[src/design/lqpc_pkg.sv]
// Shared constants, register and mode codes, and the divider request type
// for the lane queue polygon counter. No dependencies.
`default_nettype none

package lqpc_pkg;

    localparam int MAX_LANES_DEF    = 8;
    localparam int MAX_VERTICES_DEF = 8;
    localparam int COORD_BITS_DEF   = 12;

    // at most this many lane results per report
    localparam int MAX_OUT = 8;

    localparam int CFG_DATA_BITS  = 15;
    localparam int CFG_INDEX_BITS = 2;

    localparam logic [CFG_INDEX_BITS-1:0] REG_STOPPED_SPEED = 2'd0;
    localparam logic [CFG_INDEX_BITS-1:0] REG_LANE_CAPACITY = 2'd1;
    localparam logic [CFG_INDEX_BITS-1:0] REG_LANES_IN_USE  = 2'd2;

    localparam logic [14:0] STOPPED_SPEED_RST = 15'd256;
    localparam logic [7:0]  LANE_CAPACITY_RST = 8'd15;
    localparam logic [3:0]  LANES_IN_USE_RST  = 4'd1;

    localparam logic [1:0] MODE_VERTEX = 2'd0;
    localparam logic [1:0] MODE_OBJECT = 2'd1;
    localparam logic [1:0] MODE_REPORT = 2'd2;

    localparam int DIV_BITS     = 28;
    localparam int DIV_DEN_BITS = 8;

    typedef struct packed {
        logic                    start;
        logic [DIV_BITS-1:0]     num;
        logic [DIV_DEN_BITS-1:0] den;
    } div_req_t;

endpackage

`default_nettype wire

[src/design/lqpc_divider.sv]
// Restoring divider, one quotient bit per cycle, for density and mean wait.
// Depends on lqpc_pkg for the request type and widths.
`default_nettype none

module lqpc_divider (
    input  wire logic                       clk,
    input  wire logic                       rst_n,
    input  wire lqpc_pkg::div_req_t         req,
    output logic                            done,
    output logic [lqpc_pkg::DIV_BITS-1:0]   quotient
);

    localparam int NB = lqpc_pkg::DIV_BITS;
    localparam int DB = lqpc_pkg::DIV_DEN_BITS;
    localparam int CB = $clog2(NB);

    logic          busy_reg;
    logic          done_reg;
    logic [CB-1:0] cnt_reg;
    logic [NB-1:0] num_reg;
    logic [DB-1:0] rem_reg;
    logic [DB-1:0] den_reg;
    logic [DB:0]   trial;
    logic          qbit;

    assign trial = {rem_reg, num_reg[NB-1]};
    assign qbit  = (trial >= {1'b0, den_reg});

    always_ff @(posedge clk or negedge rst_n)
    begin
        if (!rst_n)
        begin
            busy_reg <= 1'b0;
            done_reg <= 1'b0;
            cnt_reg  <= '0;
        end
        else
        begin
            done_reg <= 1'b0;
            if (req.start)
            begin
                busy_reg <= 1'b1;
                cnt_reg  <= '0;
            end
            else if (busy_reg)
            begin
                cnt_reg <= cnt_reg + 1'b1;
                if (cnt_reg == CB'(NB - 1))
                begin
                    busy_reg <= 1'b0;
                    done_reg <= 1'b1;
                end
            end
        end
    end

    always_ff @(posedge clk)
    begin
        if (req.start)
        begin
            num_reg <= req.num;
            den_reg <= req.den;
            rem_reg <= '0;
        end
        else if (busy_reg)
        begin
            // shift the next dividend bit in, keep the quotient bit
            num_reg <= {num_reg[NB-2:0], qbit};
            rem_reg <= qbit ? DB'(trial - {1'b0, den_reg}) : trial[DB-1:0];
        end
    end

    assign done     = done_reg;
    assign quotient = num_reg;

endmodule

`default_nettype wire
[config.mk]
export PLATFORM = sky130hd
export DESIGN_NAME = lqpc_divider
export DESIGN_NICKNAME = d
export VERILOG_FILES = /design/src/design/lqpc_pkg.sv /design/src/design/lqpc_divider.sv
export SDC_FILE = /design/constraint.sdc
export NUM_CORES = 1
export LEC_CHECK = 0
export BUFFER_PORTS_ARGS = -buffer_cell sky130_fd_sc_hd__buf_2
export CAP_MARGIN = 0
export CORE_AREA = 2 2 70 99
export CTS_CLUSTER_SIZE = 25
export DETAILED_ROUTE_END_ITERATION = 8
export DIE_AREA = 0 0 72 101
export PLACE_DENSITY = 0.63
export SYNTH_ARGS = -nofsm -noshare
export SYNTH_HDL_FRONTEND = slang
export SYNTH_SLANG_ARGS = --single-unit
[constraint.sdc]
create_clock -name clk -period 3.81 [get_ports clk]
set_input_delay 1.143 -clock clk [delete_from_list [all_inputs] [get_ports clk]]
set_output_delay 1.143 -clock clk [all_outputs]
set_load 0.05 [all_outputs]
* After elaboration in Yosys (flattened, before gate mapping)
Index checks and enable logic that the tools add are counted.
** Word-level totals
- Word-level logic and storage cells :: 22
- Bits of input ports :: 39
- Register bits :: 51
** Cells by class
- Order comparisons :: 1
- Mux-type cells :: 11
- Add/subtract/negate cells :: 2
- Equality and inequality tests :: 1
- Reduce and logical (&&, ||, !) cells :: 1
** Operators by type and width (number)
- $mux W28 :: 2
- $mux W5 :: 2
- $ge A9 B8 Y1 :: 1
- $mux W8 :: 1
- $sub A8 B8 Y8 :: 1
- $mux W1 :: 6
- $add A5 B1 Y5 const B :: 1
- $eq A5 B5 Y1 const B :: 1
- $reduce_bool A2 Y1 :: 1

* Depth between registers and ports, before layout
Gate-level depths: netlist of run 1.
- Depth in word-level cells :: 4
- Gate-level depth with buffers :: 8
- Depth with buffers taken out :: 8

* Worst setup path after synthesis of run 1
OpenSTA, ideal clock, no wires.
- Path type :: input to register
- Start point :: in req[36] (netlist bit)
- End point :: reg num_reg[15] (netlist: quotient[15]) (data pin)
- Path buffers :: 2
- Stages on the path :: 3
- Data arrival time :: 2.023 ns
- Slack :: 1.527 ns
- Cells stage by stage :: buf_1 > buf_2 > mux2_2
** Between the ends
- Longest elaborated chain between the ends :: 1
** Ends and longest elaborated chain
- start: declaration :: RTL line lqpc_divider.sv:8 : input wire lqpc_pkg::div_req_t req,
- $mux W28 :: RTL line lqpc_divider.sv:59 : if (req.start)
- end signal: assignment :: RTL line lqpc_divider.sv:61 : num_reg <= req.num;
- end signal: assignment :: RTL line lqpc_divider.sv:68 : num_reg <= {num_reg[NB-2:0], qbit};
- end: declaration :: RTL line lqpc_divider.sv:20 : logic [NB-1:0] num_reg;
Every way passes these cells.
A chain may end at the register's enable or synchronous reset.

* Worst setup path in the final report of run 1
- Start point :: in req[36] (netlist bit)
- End point :: reg num_reg[14] (netlist: quotient[14]), enable pin
** Between the ends
- Longest elaborated chain between the ends :: 1
** Ends and longest elaborated chain
- $reduce_bool A2 Y1 (no line)
Every way passes these cells.

==> summary.md, run 1 <==
| Metric | Value |
|---|---|
| Startpoint types | `input port` |
| Synth top cells by count | `edfxtp_1, mux2_2, nor2_1, nand2_1, inv_1` |
| Tmin final | `2320 ps` |
| Clock buffer count from CTS | `5` |
| Pin count of the biggest net entering global routing | `48` |
| Clk_lat worst skew | `300 ps` |
| Worst slew pin tran | `1090 ps` |
| Relative slew slack | `27.2%` |
| # IOs | `68` |
| Final setup fails | `0` |
| Reg clk slew, reported paths | `90 ps` |
| TritonCTS clock tree | `done` |
| 1st-iter DRT viols | `61` |
| Hold crit path type | `flop to flop` |
| R2R depth | `3` |
| MaxCap Viol Count | `0` |
| Critical Path AT | `2240 ps` |
| Fin nets | `309` |
| Setup CP Type | `input port to flop` |
| Starting Density | `38.8%` |
| Setup bufs post-CTS | `0` |
| Hold depth | `2` |
| Area Overhead vs Synth | `19.5%` |
| Routed wire length | `4490 µm` |
| Total GRT Usage | `13.3%` |
| Syn Inst Count | `190` |
| Synth cell types | `40` |
| Max Clk Rate | `0.430 GHz` |
| CTS Sinks | `51` |
| Final worst-path cycle share | `61.0%` |
| Unrepaired setup endpoints after global routing | `false` |
| Synth area leader | `edfxtp_1` |
| Fill cell count | `584` |
| Std-Cell Rows | `35` |
| Max-slew violations | `0` |
| Die area | `7270 µm²` |
| Mapped Area | `2500 µm²` |
| Post-CTS sizing | `0` |
| Core box area | `6440 µm²` |
| Final hold slack | `494 ps` |
| Status | `finished, final reports clean` |
| Dpl hpwl | `3320 µm` |
| Worst Path Required | `3720 ps` |
| Most frequent cell after synthesis | `edfxtp_1` |
| Asr flop ratio synth | `13.7%` |
| Antenna viol nets, final | `0` |
| Multi-input gate area | `1000 µm²` |
| Root Buffer | `clkbuf_8` |
| Post-synth EDFFs | `36` |
| Flip-flop and latch area | `1420 µm²` |
| Cts hold-fix bufs | `0` |
| Vias per inst | `4.90` |
| PortBufs | `67` |
| Largest register FFs | `28` |
| Fin. Hold Viols | `0` |
| Cell area power density | `553 nW/µm²` |
| Final setup TNS | `0 ps` |
| Drt drc | `0` |
| VDD IR-drop max | `0.354 mV` |
| First-pass GRT wire length | `7690 µm` |
| Ys Warns | `0` |
| H-tree depth | `2` |
| CTS Buffer Depth | `2` |
| Die Span Y | `101 µm` |
| Leakage Power | `1.29 nW` |
| Share of cells above drive strength 1 | `43.3%` |
| Area share of the largest cell type after synthesis | `43.2%` |
| Antenna fix cells | `0` |
| Sequential share of the synthesized area | `56.7%` |
| Initial antenna violation count | `0` |
| Main flop type after synthesis | `edfxtp_1` |
| Remaining Overflow, GRT | `0` |
| CP Capture Type | `flop` |
| Clock skew | `9.61 ps` |
| Largest cells by area after synthesis | `edfxtp_1, mux2_2, dfrtp_1, dfxtp_1, ha_1` |
| Drt pass-1 iters | `3` |
| Die width | `72 µm` |
| Crit Path Max Fanout | `28` |
| Vias in the first global route | `1716` |
| WL per Instance | `13.4 µm` |
| FF+latch count, synth | `51` |
| Vias | `1640` |
| Gp weighted congestion | `0.811` |
| Syn avg cell area | `13.2 µm²` |
| Synth Net Count | `239` |
final timing paths:
check                                 from      endpoint  slack (ps)
worst max-delay path               req[36]  quotient[14]        1490
worst min-delay path            rem_reg[3]    rem_reg[3]         490
worst max register to register    busy_reg  quotient[14]        1690
worst min register to register  rem_reg[3]    rem_reg[3]         490
max in group asynchronous            rst_n    cnt_reg[2]        2990
min in group asynchronous            rst_n    cnt_reg[3]         660
worst max-delay path, cell delays in order:
cell and delay (ps):
buf_2 90, nor2_1 30, buf_4 180, inv_1 790
where the power goes:
part	internal [W]	total [W]	switching, W
clock	0.000129	0.000297	0.000168
sequential	0.000682	0.000731	0.0000485
combinational	0.000249	0.000623	0.000374
area by class of cell:
type                       count  share of cell area, %
sequential                    51                   47.4
timing repair buffer          69                   11.7
multi-input combinational    122                   33.5
clock inverter                 2                  0.419
clock buffer                   6                   2.43
tap                           74                   3.10
inverter                      11                   1.38
routing by layer:
layer  GRT usage, %  wire length [µm]  up-vias
met5              0                 0        -
met4           4.64                69        0
met3           3.20               259        8
met2           23.2              2310       47
met1           15.9              1860      756
li1               -                 -      829
cells in the final DEF, fill, tap and decap left out, types with 3 or more instances in the layout:
cell	n
buf_2	67
edfxtp_1	36
mux2_2	28
nor2_1	18
nand2_1	12
inv_1	11
ha_1	9
dfxtp_1	8
dfrtp_1	7
mux2i_1	5
xor2_1	5
clkbuf_8	5
nor2b_1	4
a21oi_1	4
xnor2_1	4
o21ai_0	4
nand2b_1	3
metrics by stage:
stage / util (%) / instance area [µm²] / setup WS [ps] / power [W] / cells
final: 46.4 / 2990 / 1490 / 0.00165 / 335
after floorplan: - / 2500 / 1530 / 0.00127 / 190
after CTS: 46.4 / 2990 / 1460 / 0.00168 / 335
after global placement: 45.1 / 2900 / 1150 / 0.00137 / 327
after global routing: 46.4 / 2990 / 1350 / 0.00176 / 335
after detailed placement: 45.1 / 2900 / 1120 / 0.00137 / 327
kinds of logic after synthesis:
| logic type | count (synthesis) | share of synthesized area, % |
|---|---|---|
| simple gates | 45 | 8.66 |
| flops | 51 | 56.7 |
| fa+ha+maj | 10 | 5.31 |
| xor+xnor | 9 | 3.15 |
| buf+inv | 17 | 3.30 |
| compound gates | 24 | 7.71 |
| mux | 34 | 15.2 |
(Power assumes the default switching activity.)
==> run 2, diff against run 1 <==
Settings changed: ABC_AREA from default to 1, CORE_AREA 2 2 70 99 to 2 2 71 100, DIE_AREA 0 0 72 101 to 0 0 73 102.
Clock period 3.81 ns to 2.2 ns, I/O delays scaled along.
==> run 2 against run 1 <==
Effect of this change:
- hold slack worse by 320 ps
- sequential share of layout area decreased by 1.9 points
- synthesized cell count rose by 54%
- clock skew decreased by 7.6 ps
- register-to-register slack got worse by 1200 ps
- setup slack lost 1000 ps
- clock-buffer cell count up 1
- power is 74% higher
- first-iteration DRC count fell by 8.2%
- wire length rose by 22%
- die area grew 2.4%
- area after synthesis rose by 2.8%
- critical endpoint is now rem_reg[4]
- largest cell class unchanged
==> summary.md, run 2 <==
| Metric | Value |
|---|---|
| Fin nets | `411` |
| Grt met3 use | `4.04%` |
| TritonCTS clock tree | `done` |
| Most frequent cells in the layout | `nand2_1, buf_2, edfxtp_1` |
| Startpoint types | `flop` |
| Worst slew pin tran | `334 ps` |
| Total GRT Usage | `16.3%` |
| Syn Inst Count | `292` |
| CTS Buffer Depth | `2` |
| Ys Warns | `0` |
| Clk_lat worst skew | `300 ps` |
| Dpl hpwl | `4090 µm` |
| Antenna viol nets, final | `0` |
| Antenna fix cells | `0` |
| FF+latch count, synth | `51` |
| Clock buffer count from CTS | `5` |
| GRT busiest layer | `met2` |
| Most common cell after layout, fill and taps aside | `nand2_1` |
| Area share of the largest cell type after synthesis | `42.1%` |
| WL per Instance | `12.5 µm` |
| Main flop type after synthesis | `edfxtp_1` |
| Reg clk slew, reported paths | `90 ps` |
| Critical Path AT | `1960 ps` |
| Setup CP Type | `flop to flop` |
| Worst Path Required | `2400 ps` |
| Max Clk Rate | `0.569 GHz` |
| Post-synth EDFFs | `36` |
| PortBufs | `67` |
| Met1 GRT Util | `20.3%` |
| Share of cells above drive strength 1 | `25.1%` |
| Gp weighted congestion | `0.807` |
| Routed wire length | `5480 µm` |
| Leakage Power | `1.62 nW` |
| Cells after DPL | `429` |
| Hold crit path type | `input port to asynchronous set/reset pin` |
| Area Overhead vs Synth | `21.1%` |
| Remaining Overflow, GRT | `0` |
| Setup bufs post-CTS | `0` |
| Drt drc | `0` |
| Root Buffer | `clkbuf_8` |
| Post-layout util | `47.7%` |
| Fin. Hold Viols | `0` |
| Synth cell types | `32` |
| Mapped Area | `2570 µm²` |
| Die area | `7450 µm²` |
| Pin count of the biggest net entering global routing | `32` |
| Final hold slack | `172 ps` |
| Largest cells by area after synthesis | `edfxtp_1, nand2_1, dfrtp_1, dfxtp_1, ha_1` |
| Max-slew violations | `0` |
| Die Span Y | `102 µm` |
| Initial antenna violation count | `0` |
| # IOs | `68` |
| Syn avg cell area | `8.80 µm²` |
| Std-Cell Rows | `35` |
| Most frequent cell after synthesis | `nand2_1` |
| Cell area power density | `926 nW/µm²` |
| H-tree depth | `2` |
| Relative slew slack | `77.7%` |
| Vias | `2081` |
| Die width | `73 µm` |
| VDD IR-drop max | `0.553 mV` |
| Final Power | `0.00288 W` |
| Tmin final | `1760 ps` |
| Met2 Usage GRT | `27.4%` |
| Largest register FFs | `28` |
| Unrepaired setup endpoints after global routing | `false` |
| Drt pass-1 iters | `4` |
| Core box area | `6530 µm²` |
| Final worst-path cycle share | `79.9%` |
| CP Capture Type | `flop` |
| Status | `finished, final reports clean` |
| Starting Density | `39.4%` |
| MaxCap Viol Count | `0` |
| Synth Net Count | `341` |
| Asr flop ratio synth | `13.7%` |
| Synth top cells by count | `nand2_1, edfxtp_1, inv_1, nand3_1, ha_1` |
| Final setup fails | `0` |
| Final setup TNS | `0 ps` |
| 1st-iter DRT viols | `56` |
| Cts hold-fix bufs | `0` |
| Final non-filler cell total | `437` |
| CTS Sinks | `51` |
| Vias in the first global route | `2150` |
| Clock skew | `2.05 ps` |
| Crit Path Max Fanout | `2` |
| Vias per inst | `4.76` |
| Synth area leader | `edfxtp_1` |
| First-pass GRT wire length | `9620 µm` |
| Post-CTS sizing | `0` |
| Sequential share of the synthesized area | `55.1%` |
run 2: logic make-up (layout without fill, tap and decap cells):
family / count (synthesis) / count (layout) / share of synthesized area, %
AO/OA/AOI/OAI: 8 / 8 / 2.05
XOR/XNOR: 3 / 3 / 1.02
adder cells (fa/ha/maj): 10 / 10 / 5.16
buffers and inverters: 36 / 107 / 5.31
flip-flops: 51 / 51 / 55.1
AND/OR/NAND/NOR: 184 / 184 / 31.3
run 2: layout make-up:
| class | count | area (µm²) |
|---|---|---|
| Fill cell | 642 | 3410 |
| Sequential cell | 51 | 1420 |
| Multi-Input combinational cell | 205 | 1020 |
| Timing Repair Buffer | 71 | 390 |
| Inverter | 28 | 105 |
| Tap cell | 74 | 92.6 |
| Clock buffer | 7 | 86.3 |
| Clock inverter | 1 | 3.75 |
run 2: critical path: stages, from the launching register on:
cell and delay, ps:
edfxtp_1 350, inv_1 60, ha_1 240, fa_1 450, inv_1 100, nand3_1 70
nand3_1 90, xnor2_1 130, nand2_1 80, nand3_1 70, nand2_1 40
run 2: stage by stage:
stage	worst slack [ps]	instance area, µm²
after floorplan	255	2570
after global placement	478	3020
after detailed placement	455	3020
after CTS	441	3110
after global routing	284	3110
final	442	3110
run 2: where the power goes:
part / internal (W) / total [W] / switching [W]
clock network: 0.000253 / 0.000552 / 0.000300
logic: 0.000371 / 0.00108 / 0.000706
registers: 0.00117 / 0.00125 / 0.0000861
total: 0.00179 / 0.00288 / 0.00109
run 2: metal layers:
metal	vias to the layer above	share of wire (%)	wire, µm
li1	1073	-	-
met3	9	6.0	329
met4	0	2.2	119
met2	61	49	2680
met1	938	43	2350
met5	-	0	0
run 2: final timing paths:
| check | cells past startpoint | endpoint | slack, ps | from |
|---|---|---|---|---|
| min in group clk | 2 | rem_reg[2] | 480 | rem_reg[2] |
| min reg2reg | 2 | rem_reg[2] | 480 | rem_reg[2] |
| min | 1 | done | 170 | rst_n |
| max | 10 | rem_reg[4] | 440 | quotient[27] |
| max reg2reg | 10 | rem_reg[4] | 440 | quotient[27] |
| max in group asynchronous | 1 | cnt_reg[1] | 1870 | rst_n |
==> run 3, diff against run 2 <==
Settings changed: PLACE_DENSITY 0.63 to 0.66.
Clock period 2.2 ns to 1.6 ns, I/O delays scaled along.
==> run 3 against run 2 <==
Effect of this change:
- sequential share of layout area down 4.6 points
- the flow now finishes with violations (setup timing)
- largest power group is now combinational cells
- cell area up 11%
- clock-buffer cell count down 1
- hold slack better by 180 ps
- register-to-register slack got worse by 450 ps
- sequential power grew 41%
- via count up 4.1%
- critical path depth fell by 7
- non-clock buffer count rose by 15
- global-route usage down 0.22 points
- flip-flop and latch count is the same
==> summary.md, run 3 (same netlist as run 2, synthesis figures left out) <==
| Metric | Value |
|---|---|
| Status | `finished with violations` |
| Violated checks | `setup timing` |
| Critical Path AT | `1140 ps` |
| Drt drc | `0` |
| Hold endpoint | `den_reg[2]` |
| Startpoint types | `flop` |
| Cells after DPL | `437` |
| Cell area power density | `1300 nW/µm²` |
| Post-layout util | `53.1%` |
| Vias in the first global route | `2124` |
| Share of cells above drive strength 1 | `35.9%` |
| Std-Cell Rows | `35` |
| VDD IR-drop max | `0.864 mV` |
| Final setup TNS | `-26.7 ps` |
| Clock power frac | `16.2%` |
| Die Span Y | `102 µm` |
| Die area | `7450 µm²` |
| Total GRT Usage | `16.1%` |
| HP Start | `req[2]` |
| Unrepaired setup endpoints after global routing | `true` |
| Reg2Reg Setup Slack | `-10 ps` |
| Area Overhead vs Synth | `34.8%` |
| TritonCTS clock tree | `done` |
| Crit Path Max Fanout | `2` |
| Starting Density | `39.4%` |
| Routed wire length | `5700 µm` |
| Final non-filler cell total | `453` |
| Reg clk slew, reported paths | `90 ps` |
| Sequential power share | `39.1%` |
| Most common cell after layout, fill and taps aside | `nand2_1` |
| CP top delay family | `flip-flops` |
| Psw | `0.00175 W` |
| Setup CP Type | `flop to output port` |
| Hold crit path type | `input port to flop` |
| Worst flop-to-flop path endpoint | `rem_reg[4]` |
| Gp weighted congestion | `0.886` |
| Fin nets | `427` |
| 1st-iter DRT viols | `51` |
| Drt pass-1 iters | `4` |
| Combinational share of power | `44.7%` |
| Final setup fails | `2` |
| Antenna fix cells | `0` |
| Cell mode on critical path | `buf_4` |
| Most frequent cells in the layout | `nand2_1, buf_2, edfxtp_1` |
| Worst setup margin | `-15.6 ps` |
| Hold depth | `1` |
| H-tree depth | `2` |
| Max Clk Rate | `0.619 GHz` |
| Vias | `2166` |
| Worst-path cell chain | `buf_4 -> buf_4 -> buf_6` |
| Final Power | `0.00450 W` |
| CP peak stage delay | `420 ps` |
| Worst path bufs/invs | `3` |
| Tmin final | `1620 ps` |
| Clock buffer count from CTS | `5` |
| MaxCap Viol Count | `0` |
| Worst slew pin tran | `260 ps` |
| Relative slew slack | `82.8%` |
| Vias per inst | `4.78` |
| Cell Int Power | `0.00275 W` |
| Remaining Overflow, GRT | `0` |
| Clk_lat worst skew | `300 ps` |
| CTS Buffer Depth | `2` |
| R2R depth | `10` |
| Largest register FFs | `28` |
| Pin count of the biggest net entering global routing | `40` |
| WL per Instance | `12.6 µm` |
| Reg2reg start | `quotient[27]` |
| Final worst-path cycle share | `101%` |
| PortBufs | `67` |
| Root Buffer | `clkbuf_8` |
| Fin. Hold Viols | `0` |
| CP Capture Type | `output port` |
| First-pass GRT wire length | `9440 µm` |
| Worst Path Required | `1120 ps` |
| Clock skew | `5.98 ps` |
| # IOs | `68` |
| Max-slew violations | `0` |
| CTS Sinks | `51` |
| Launch point of the critical path | `quotient[27]` |
| CP max stage cell | `edfxtp_1` |
| Dpl hpwl | `4140 µm` |
| Initial antenna violation count | `0` |
| Leakage Power | `1.72 nW` |
| Die width | `73 µm` |
| Core box area | `6530 µm²` |
| Pre-CTS setup slack | `-68.1 ps` |
| Antenna viol nets, final | `0` |
| Switching Fraction | `38.9%` |
==> run 3: cell count changes in the layout (fill, tap and decap cells not counted), sizes merged <==
cell         previous run  this run
clkinvlp                0         1
clkinv                  2         1
buf                    71        85
dlygate4sd3             0         1
clkbuf                  7         6
inv                    27        28
nand2                 138       139
==> run 3: through the flow <==
stage / area (µm²) / hold WS [ps]
final: 3460 / 348
after global routing: 3460 / 338
after CTS: 3290 / 341
after detailed placement: 3110 / 321
after global placement: 3110 / 318
after floorplan: 2600 / 184
==> run 3: metal layers <==
layer / global-route usage [%] / up-vias / part of all wire, %
met5: 0 / - / 0
met4: 5.13 / 0 / 1.3
met3: 2.76 / 6 / 4.0
met2: 29.0 / 53 / 52
met1: 19.4 / 996 / 43
li1: - / 1111 / -
==> run 3: area by class of cell <==
| type | instances | area [µm²] |
|---|---|---|
| clock buffers | 6 | 72.6 |
| repair buffers | 86 | 524 |
| inverters | 28 | 105 |
| flip-flops and latches | 51 | 1420 |
| clock inverters | 2 | 12.5 |
| multi-input cells | 206 | 1240 |
| well taps | 74 | 92.6 |
| fillers | 597 | 3060 |
==> run 3: repair_timing <==
action | 4_1_cts | 5_1_grt
hold buffers | 1 | 0
gates cloned | 1 | 0
endpoints found under the setup margin | 9 | 9
setup buffers | 1 | 5
resized for setup | 6 | 28
pin swaps | 1 | 11
hold endpoints to repair | 7 | 0
==> run 3: worst max path at each step <==
stage / end / cells after the start
finish: quotient[27] / 3
global route: rem_reg[4] / 10
global placement: quotient[0] / 7
CTS: rem_reg[4] / 10
detailed placement: quotient[0] / 7
floorplan: rem_reg[4] / 10
==> run 3: worst reg2reg max path, stage by stage, from the launching register on <==
cell and delay [ps]:
edfxtp_1 380, inv_2 70, ha_4 160, fa_2 380, inv_2 90, nand3_2 60, nand3_2 60, xnor2_1 120
nand2_1 70, nand3_1 70, nand2_1 40
==> run 3: power groups by stage <==
stage          Combinational (W)  Clock (W)  Sequential, W
2_1_floorplan           0.000924          0        0.00199
5_1_grt                  0.00220   0.000793        0.00178
3_5_place_dp             0.00160          0        0.00174
6_report                 0.00201   0.000729        0.00176
4_1_cts                  0.00176   0.000749        0.00174
3_3_place_gp             0.00158          0        0.00175
